**config.mk**
```make
export PLATFORM = sky130hd
export DESIGN_NAME = char_display_diff_refresh_core
export DESIGN_NICKNAME = d
export VERILOG_FILES = /design/src/hw/rtl/cdr_pkg.sv /design/src/hw/rtl/char_display_diff_refresh_core.sv
export VERILOG_INCLUDE_DIRS = /design/src /design/src/hw/rtl
export SDC_FILE = /design/constraint.sdc
export NUM_CORES = 2
export LEC_CHECK = 0
export ABC_AREA = 1
export BUFFER_PORTS_ARGS = -buffer_cell sky130_fd_sc_hd__buf_2
export CAP_MARGIN = 30
export CORE_MARGIN = 2
export CORE_UTILIZATION = 25
export DETAILED_ROUTE_END_ITERATION = 16
export SYNTH_ARGS = -nofsm -noshare
export SYNTH_HDL_FRONTEND = slang
export SYNTH_SLANG_ARGS = --single-unit
```
**constraint.sdc**
```tcl
create_clock -name clock -period 8.12 [get_ports clock]
set_clock_uncertainty 0.1 [all_clocks]
set_input_delay 0.406 -clock clock [delete_from_list [all_inputs] [get_ports clock]]
set_output_delay 0.406 -clock clock [all_outputs]
set_load 0.1 [all_outputs]
```
**src/hw/rtl/char_display_diff_refresh_core_defines.svh**
```systemverilog
// Assertion macros for the character display refresh core.
// Each macro takes a label, the clock, the reset and two expressions.
`ifndef CHAR_DISPLAY_DIFF_REFRESH_CORE_DEFINES_SVH
`define CHAR_DISPLAY_DIFF_REFRESH_CORE_DEFINES_SVH

`ifndef SYNTHESIS

// Same-cycle implication.
`define CDR_ASSERT_IMPL(label, clk, rst, ante, cons) \
   label: assert property (@(posedge clk) disable iff (rst) (ante) |-> (cons)) \
      else $error("implication check failed");

// Next-cycle implication.
`define CDR_ASSERT_NEXT(label, clk, rst, ante, cons) \
   label: assert property (@(posedge clk) disable iff (rst) (ante) |=> (cons)) \
      else $error("next-cycle check failed");

`else

`define CDR_ASSERT_IMPL(label, clk, rst, ante, cons)
`define CDR_ASSERT_NEXT(label, clk, rst, ante, cons)

`endif

`endif

```
**src/hw/rtl/cdr_pkg.sv**
```systemverilog
package cdr_pkg;

   localparam int POS_W  = 7;
   localparam int CHAR_W = 8;

   localparam logic [CHAR_W-1:0] BLANK_CHAR     = 8'h20;
   localparam logic [CHAR_W-1:0] SET_ADDR_CMD   = 8'h80;
   localparam logic [CHAR_W-1:0] CURSOR_UNKNOWN = 8'hFF;

   localparam logic CMD_STORE   = 1'b0;
   localparam logic CMD_SERVICE = 1'b1;

   localparam logic RS_INSTR = 1'b0;
   localparam logic RS_DATA  = 1'b1;

   typedef struct packed {
      logic              command;
      logic [POS_W-1:0]  position;
      logic [CHAR_W-1:0] character;
   } req_type;

   typedef struct packed {
      logic [CHAR_W-1:0] panel_byte;
      logic              register_select;
      logic              last;
   } rsp_type;

   typedef enum logic [2:0] {
      ST_CLEAR,
      ST_IDLE,
      ST_SPLIT,
      ST_SCAN,
      ST_ADDR,
      ST_DATA
   } state_type;

   // Interleaved row base addresses of the panel.
   function automatic logic [CHAR_W-1:0] row_start_addr(input logic [1:0] row);
      logic [CHAR_W-1:0] base;
      unique case (row)
         2'd0: base = 8'h00;
         2'd1: base = 8'h40;
         2'd2: base = 8'h14;
         2'd3: base = 8'h54;
         default: base = 8'h00;
      endcase
      return base;
   endfunction

endpackage

```
**src/hw/rtl/char_display_diff_refresh_core.sv**
```systemverilog
// Channel   Ports                          Direction  Moves
// request   req_valid/req_ready/req_data   in         store or service transaction
// response  rsp_valid/rsp_ready/rsp_data   out        panel byte transaction
// control   csr_wr_en/csr_wr_data          in         display enable write
//
// Store transaction: written to the wanted memory. Service transaction (display
// enabled): split the scan pointer into row and column by repeated subtraction,
// then stream both screen memories through the comparator (one cell a cycle,
// registered reads) to the first mismatch, then emit 1 or 2 bytes. A disabled
// service transaction is dropped. After reset a clearing pass writes spaces to
// both memories; req_ready stays low throughout. Results wait in the output
// register; a new transaction is taken meanwhile; emission stalls until it frees.
`include "char_display_diff_refresh_core_defines.svh"

module char_display_diff_refresh_core
   import cdr_pkg::*;
#(
   parameter int COLUMNS = 20,
   parameter int CELLS   = 80
) (
   input  logic    clock,
   input  logic    reset,
   input  logic    req_valid,
   output logic    req_ready,
   input  req_type req_data,
   output logic    rsp_valid,
   input  logic    rsp_ready,
   output rsp_type rsp_data,
   input  logic    csr_wr_en,
   input  logic    csr_wr_data
);

   localparam int IDX_W = $clog2(CELLS);
   localparam int COL_W = $clog2(COLUMNS);
   localparam int CNT_W = $clog2(CELLS + 1);

   // Screen memories: wanted characters and shadow of the panel.
   logic [CHAR_W-1:0] wanted_ff [CELLS];
   logic [CHAR_W-1:0] shadow_ff [CELLS];
   logic [CHAR_W-1:0] wanted_rd_ff;
   logic [CHAR_W-1:0] shadow_rd_ff;

   logic              wanted_we;
   logic [IDX_W-1:0]  wanted_wa;
   logic [CHAR_W-1:0] wanted_wd;
   logic              shadow_we;
   logic [IDX_W-1:0]  shadow_wa;
   logic [CHAR_W-1:0] shadow_wd;

   // Control state.
   state_type         state_ff, state_in;
   logic              enable_ff, enable_in;
   logic [IDX_W-1:0]  scan_ptr_ff, scan_ptr_in;
   logic [CHAR_W-1:0] cursor_ff, cursor_in;
   logic [IDX_W-1:0]  clr_cnt_ff, clr_cnt_in;
   logic [CNT_W-1:0]  iss_cnt_ff, iss_cnt_in;
   logic [CNT_W-1:0]  cmp_cnt_ff, cmp_cnt_in;
   logic              rd_vld_ff, rd_vld_in;
   logic              rsp_valid_ff, rsp_valid_in;

   // Scan walker and split datapath.
   logic [IDX_W-1:0]  rem_ff, rem_in;
   logic [1:0]        row_ff, row_in;
   logic [COL_W-1:0]  col_ff, col_in;
   logic [IDX_W-1:0]  idx_ff, idx_in;
   logic [1:0]        rd_row_ff;
   logic [COL_W-1:0]  rd_col_ff;
   logic [IDX_W-1:0]  rd_idx_ff;

   // Captured cell to send.
   logic [IDX_W-1:0]  fnd_idx_ff, fnd_idx_in;
   logic [CHAR_W-1:0] fnd_char_ff, fnd_char_in;
   logic [CHAR_W-1:0] fnd_addr_ff, fnd_addr_in;
   logic              fnd_lastcol_ff, fnd_lastcol_in;
   rsp_type           rsp_data_ff, rsp_data_in;

   logic              rsp_free;
   logic              issue;
   logic              col_last;
   logic              idx_last;
   logic              mismatch;
   logic [CHAR_W-1:0] cell_addr;
   logic [IDX_W-1:0]  next_ptr;

   assign req_ready = (state_ff == ST_IDLE);
   assign rsp_valid = rsp_valid_ff;
   assign rsp_data  = rsp_data_ff;
   assign rsp_free  = !rsp_valid_ff || rsp_ready;

   // Walker position and the cell under compare.
   assign issue     = (iss_cnt_ff != CNT_W'(CELLS));
   assign col_last  = (col_ff == COL_W'(COLUMNS - 1));
   assign idx_last  = (idx_ff == IDX_W'(CELLS - 1));
   assign mismatch  = rd_vld_ff && (wanted_rd_ff != shadow_rd_ff);
   assign cell_addr = row_start_addr(rd_row_ff) + CHAR_W'(rd_col_ff);
   assign next_ptr  = (fnd_idx_ff == IDX_W'(CELLS - 1)) ? '0 : fnd_idx_ff + 1'b1;

   always_comb begin
      state_in       = state_ff;
      enable_in      = csr_wr_en ? csr_wr_data : enable_ff;
      scan_ptr_in    = scan_ptr_ff;
      cursor_in      = cursor_ff;
      clr_cnt_in     = clr_cnt_ff;
      iss_cnt_in     = iss_cnt_ff;
      cmp_cnt_in     = cmp_cnt_ff;
      rd_vld_in      = 1'b0;
      rem_in         = rem_ff;
      row_in         = row_ff;
      col_in         = col_ff;
      idx_in         = idx_ff;
      fnd_idx_in     = fnd_idx_ff;
      fnd_char_in    = fnd_char_ff;
      fnd_addr_in    = fnd_addr_ff;
      fnd_lastcol_in = fnd_lastcol_ff;
      rsp_valid_in   = rsp_valid_ff && !rsp_ready;
      rsp_data_in    = rsp_data_ff;
      wanted_we      = 1'b0;
      wanted_wa      = IDX_W'(req_data.position);
      wanted_wd      = req_data.character;
      shadow_we      = 1'b0;
      shadow_wa      = fnd_idx_ff;
      shadow_wd      = fnd_char_ff;

      unique case (state_ff)
         ST_CLEAR: begin
            wanted_we = 1'b1;
            wanted_wa = clr_cnt_ff;
            wanted_wd = BLANK_CHAR;
            shadow_we = 1'b1;
            shadow_wa = clr_cnt_ff;
            shadow_wd = BLANK_CHAR;
            if (clr_cnt_ff == IDX_W'(CELLS - 1)) begin
               state_in = ST_IDLE;
            end else begin
               clr_cnt_in = clr_cnt_ff + 1'b1;
            end
         end
         ST_IDLE: begin
            if (req_valid) begin
               if (req_data.command == CMD_STORE) begin
                  // Drop stores beyond the last cell.
                  wanted_we = (8'(req_data.position) < 8'(CELLS));
               end else if (enable_ff) begin
                  rem_in   = scan_ptr_ff;
                  row_in   = 2'd0;
                  state_in = ST_SPLIT;
               end
            end
         end
         ST_SPLIT: begin
            // Repeated subtraction of the row length.
            if (rem_ff >= IDX_W'(COLUMNS)) begin
               rem_in = rem_ff - IDX_W'(COLUMNS);
               row_in = row_ff + 1'b1;
            end else begin
               col_in     = COL_W'(rem_ff);
               idx_in     = scan_ptr_ff;
               iss_cnt_in = '0;
               cmp_cnt_in = '0;
               state_in   = ST_SCAN;
            end
         end
         ST_SCAN: begin
            if (mismatch) begin
               fnd_idx_in     = rd_idx_ff;
               fnd_char_in    = wanted_rd_ff;
               fnd_addr_in    = cell_addr;
               fnd_lastcol_in = (rd_col_ff == COL_W'(COLUMNS - 1));
               state_in       = (cursor_ff != cell_addr) ? ST_ADDR : ST_DATA;
            end else if (rd_vld_ff && (cmp_cnt_ff == CNT_W'(CELLS - 1))) begin
               // Every cell matches: nothing to send.
               state_in = ST_IDLE;
            end else begin
               if (rd_vld_ff) begin
                  cmp_cnt_in = cmp_cnt_ff + 1'b1;
               end
               if (issue) begin
                  rd_vld_in  = 1'b1;
                  iss_cnt_in = iss_cnt_ff + 1'b1;
                  if (idx_last) begin
                     idx_in = '0;
                     col_in = '0;
                     row_in = 2'd0;
                  end else if (col_last) begin
                     idx_in = idx_ff + 1'b1;
                     col_in = '0;
                     row_in = row_ff + 1'b1;
                  end else begin
                     idx_in = idx_ff + 1'b1;
                     col_in = col_ff + 1'b1;
                  end
               end
            end
         end
         ST_ADDR: begin
            if (rsp_free) begin
               rsp_valid_in                = 1'b1;
               rsp_data_in.panel_byte      = SET_ADDR_CMD | fnd_addr_ff;
               rsp_data_in.register_select = RS_INSTR;
               rsp_data_in.last            = 1'b0;
               state_in                    = ST_DATA;
            end
         end
         ST_DATA: begin
            if (rsp_free) begin
               rsp_valid_in                = 1'b1;
               rsp_data_in.panel_byte      = fnd_char_ff;
               rsp_data_in.register_select = RS_DATA;
               rsp_data_in.last            = 1'b1;
               shadow_we                   = 1'b1;
               // Advance the cursor; lose it past the end of a row.
               cursor_in   = fnd_lastcol_ff ? CURSOR_UNKNOWN : fnd_addr_ff + 1'b1;
               scan_ptr_in = next_ptr;
               state_in    = ST_IDLE;
            end
         end
         default: begin
            state_in = ST_IDLE;
         end
      endcase
   end

   always_ff @(posedge clock) begin
      if (reset) begin
         state_ff     <= ST_CLEAR;
         enable_ff    <= 1'b0;
         scan_ptr_ff  <= '0;
         cursor_ff    <= '0;
         clr_cnt_ff   <= '0;
         iss_cnt_ff   <= '0;
         cmp_cnt_ff   <= '0;
         rd_vld_ff    <= 1'b0;
         rsp_valid_ff <= 1'b0;
      end else begin
         state_ff     <= state_in;
         enable_ff    <= enable_in;
         scan_ptr_ff  <= scan_ptr_in;
         cursor_ff    <= cursor_in;
         clr_cnt_ff   <= clr_cnt_in;
         iss_cnt_ff   <= iss_cnt_in;
         cmp_cnt_ff   <= cmp_cnt_in;
         rd_vld_ff    <= rd_vld_in;
         rsp_valid_ff <= rsp_valid_in;
      end
   end

   // Datapath registers; hold the walker position alongside each read.
   always_ff @(posedge clock) begin
      rem_ff         <= rem_in;
      row_ff         <= row_in;
      col_ff         <= col_in;
      idx_ff         <= idx_in;
      rd_row_ff      <= row_ff;
      rd_col_ff      <= col_ff;
      rd_idx_ff      <= idx_ff;
      fnd_idx_ff     <= fnd_idx_in;
      fnd_char_ff    <= fnd_char_in;
      fnd_addr_ff    <= fnd_addr_in;
      fnd_lastcol_ff <= fnd_lastcol_in;
      rsp_data_ff    <= rsp_data_in;
   end

   always_ff @(posedge clock) begin
      if (wanted_we) begin
         wanted_ff[wanted_wa] <= wanted_wd;
      end
      wanted_rd_ff <= wanted_ff[idx_ff];
   end

   always_ff @(posedge clock) begin
      if (shadow_we) begin
         shadow_ff[shadow_wa] <= shadow_wd;
      end
      shadow_rd_ff <= shadow_ff[idx_ff];
   end

   `CDR_ASSERT_NEXT(a_data_follows_addr, clock, reset, rsp_valid && rsp_ready && (rsp_data.register_select == RS_INSTR), rsp_valid && (rsp_data.register_select == RS_DATA) && rsp_data.last)
   `CDR_ASSERT_IMPL(a_instr_is_set_addr, clock, reset, rsp_valid && (rsp_data.register_select == RS_INSTR), rsp_data.panel_byte[7] && !rsp_data.last)
   `CDR_ASSERT_IMPL(a_scan_ptr_in_range, clock, reset, 1'b1, 8'(scan_ptr_ff) < 8'(CELLS))
   `CDR_ASSERT_IMPL(a_compare_behind_issue, clock, reset, state_ff == ST_SCAN, cmp_cnt_ff <= iss_cnt_ff)

endmodule
```
==> results.json <==
{
  "hp-start": "req_valid",
  "area_growth_syn_to_layout_pct": 14.06,
  "setup_slack_ns": 3.986,
  "cts_root_buffer": "clkbuf_16",
  "fin_nets": 5552,
  "postCtsSetupRepairBufs": 0,
  "whs_ns": 0.1088,
  "synth_top_area_share_pct": 67.24,
  "crit_fanout": 16,
  "drtIter0Drc": 4296,
  "hpwl_um": 91510,
  "io_pins": 34,
  "status": "completed",
  "max-cap-violations": 0,
  "clk_path_buf_depth": 3,
  "via_per_inst": 4.516,
  "powerDensity_nw_per_um2": 300.7,
  "cts-resized-gates": 0,
  "route.vias.total": 39774,
  "cp-start-kind": "register",
  "synth_flop_cell": "edfxtp_1",
  "cts_buffers": 148,
  "finalSetupViolations": 0,
  "synth_area_leader_cell": "edfxtp_1",
  "worst_pin_slew_ns": 1.152,
  "grt_pass1_wl_um": 233800,
  "drtPass1Iterations": 8,
  "setup-tns-final_ns": 0,
  "post_drt_wl_per_cell_um": 17.70,
  "ir_drop_uv": 274.1,
  "synth-edff-count": 1333,
  "setup.worst_path.start": "state_ff[1]$_SDFFE_PP0P_",
  "die_y_um": 492.0,
  "final_antenna_net_count": 0,
  "num-fill-cells": 24388,
  "rrSetupSlack_ns": 3.99,
  "async_flop_share_pct": 0,
  "required_ns": 8.42,
  "cts_tree": "built",
  "drv_slew": 0,
  "arrival_ns": 4.43,
  "yosysSeqAreaShare_pct": 69.66,
  "wl_um": 155900,
  "grt_max_degree": 239,
  "syn_area_um2": 59530,
  "die-area_um2": 242000,
  "cts_max_level": 4,
  "grt_setup_unrepaired": "false",
  "synth-seq-cells": 1405,
  "die_w_um": 492.0,
  "rr_startpoint": "state_ff[1]$_SDFFE_PP0P_",
  "hold_viol": 0,
  "synth.top_cells.by_count": "1,525 x nand2_1, 1,333 x edfxtp_1, 768 x nand3_1",
  "avgSynthCellArea_um2": 10.71,
  "track_usage_pct": 12.46,
  "hp-class": "primary input to register",
  "period_minus_slack_ns": 4.134,
  "endpoint_kind": "register",
  "synthCells": 5556,
  "drc_errors": 0,
  "io_buffers": 33,
  "holdBufCountCts": 5,
  "period_share_pct": 50.91,
  "clock_sinks": 1405,
  "critPathKind": "register to register",
  "fmax_mhz": 241.9,
  "synth.most_common_cell": "nand2_1",
  "cts.reportedPaths.clkPinSlew_ns": 0.06,
  "rows": 179,
  "drive_above_1_share_pct": 7.043,
  "p_leak_nw": 25.30,
  "ys_warn_count": 0,
  "antenna_found_initial": 9,
  "grt_pass1_vias": 37988,
  "insertion_delay_ns": 0.79,
  "place_ws_ns": 4.123,
  "synth_cell_types": 42,
  "syn_nets": 5589,
  "relSlewSlack_pct": 23.22,
  "gp_congestion": 0.8506,
  "register_area_um2": 41470,
  "overflow": 0,
  "synth.area.top_cells": "edfxtp_1 67%, nand2_1 9.6%, nand3_1 6.5%, inv_1 3.4%, nor2_1 3.2%",
  "core_region_area_um2": 237400,
  "start_util_pct": 25.08,
  "final_util_pct": 28.60,
  "multi_input_area_um2": 14840
}
==> sequential cells by signal, indices dropped and copies added, names as in the netlist, 8 cells and up <==
register,cells
shadow_rd_ff,8
fnd_char_ff,8
wanted_ff,640
rsp_data,9
shadow_ff,640
cursor_ff,8
wanted_rd_ff,8
==> area by class of cell <==
class                   count  share of cell area, %
inverters                 543                  3.046
diodes                      3                0.01106
clock buffers             184                  5.747
well taps                3167                  5.836
multi-input cells        3318                  21.86
flip-flops and latches   1405                  61.07
repair buffers            103                  1.268
clock inverters            84                  1.159
==> stage by stage <==
stage / instance area [µm²] / instances / total power [mW]
floorplan: 59530 / 5556 / 11.99
global placement: 63000 / 8523 / 13.84
detailed placement: 63110 / 8528 / 13.97
CTS: 67850 / 8801 / 20.52
global route: 67890 / 8804 / 21.21
finish: 67900 / 8807 / 20.42
==> worst max-delay path, stage by stage, from the launching register on <==
cell and delay [ns]:
dfxtp_1 0.36, inv_1 0.14, nand2_1 0.14, nor2_1 0.59
nand2_2 0.42, nand2_2 0.36, nand4_2 0.72, nor2_1 0.90
==> logic make-up (layout without fill, tap and decap cells) <==
family	count (synthesis)	in the layout	synth area share [%]
other	0	3	0
adders and majority gates	11	11	0.2312
and+or+nand+nor	2905	2905	20.44
DFF	1405	1405	69.66
AOI/OAI and AO/OA	366	366	3.546
buffers and inverters	833	914	5.595
xor gates and xnor gates	36	36	0.5296
==> layout by cell type, fill, tap and decap left out, types with 4 or more instances in the layout <==
master         count
o21ai_1            4
a21oi_1           50
dfxtp_1           72
dlygate4sd3_1      5
o211a_1            5
clkinv_2          28
o22ai_1           49
clkinv_1          31
clkbuf_16        151
a221oi_1           4
o21ai_0          201
clkinv_8           4
clkbuf_1          33
nand3_1          768
inv_16             5
buf_12             5
buf_4             52
ha_1              11
xnor2_1           13
o221ai_1          10
buf_16             4
or2_2             46
o211ai_1          32
clkinvlp_4         5
nor2_4            14
nand3_2            6
inv_1            534
bufinv_16          9
nor4_1            10
nor3_1            11
nand2_1         1525
xor2_1            23
edfxtp_1        1333
nand4_2            6
nand4_1           11
buf_2             33
nor2_1           498
==> where the power goes <==
part | internal, mW | switching, mW | leakage, nW
logic | 0.926 | 3.65 | 10.2
registers | 9.10 | 0.177 | 12.8
clock network | 3.73 | 2.84 | 2.28
total | 13.8 | 6.67 | 25.3
==> worst paths after layout <==
| check | end | cells past startpoint |
|---|---|---|
| worst min register to register | fnd_idx_ff[5]$_DFFE_PP_ | 0 |
| worst max register to register | shadow_ff[52][3]$_DFFE_PP_ | 7 |
| worst max-delay path | shadow_ff[52][3]$_DFFE_PP_ | 7 |
| worst min-delay path | rem_ff[0]$_DFFE_PP_ | 3 |
==> metal layers <==
layer  up-vias  track usage [%]  part of all wire [%]  wire [µm]
met4         4            4.943                   3.6       5601
met5         -                0                 0.012         19
met3       304            2.222                   8.0      12540
li1      18671                -                     -          -
met1     19231            16.55                    42      65750
met2      1564            20.10                    46      71950
(Power assumes the default switching activity.)
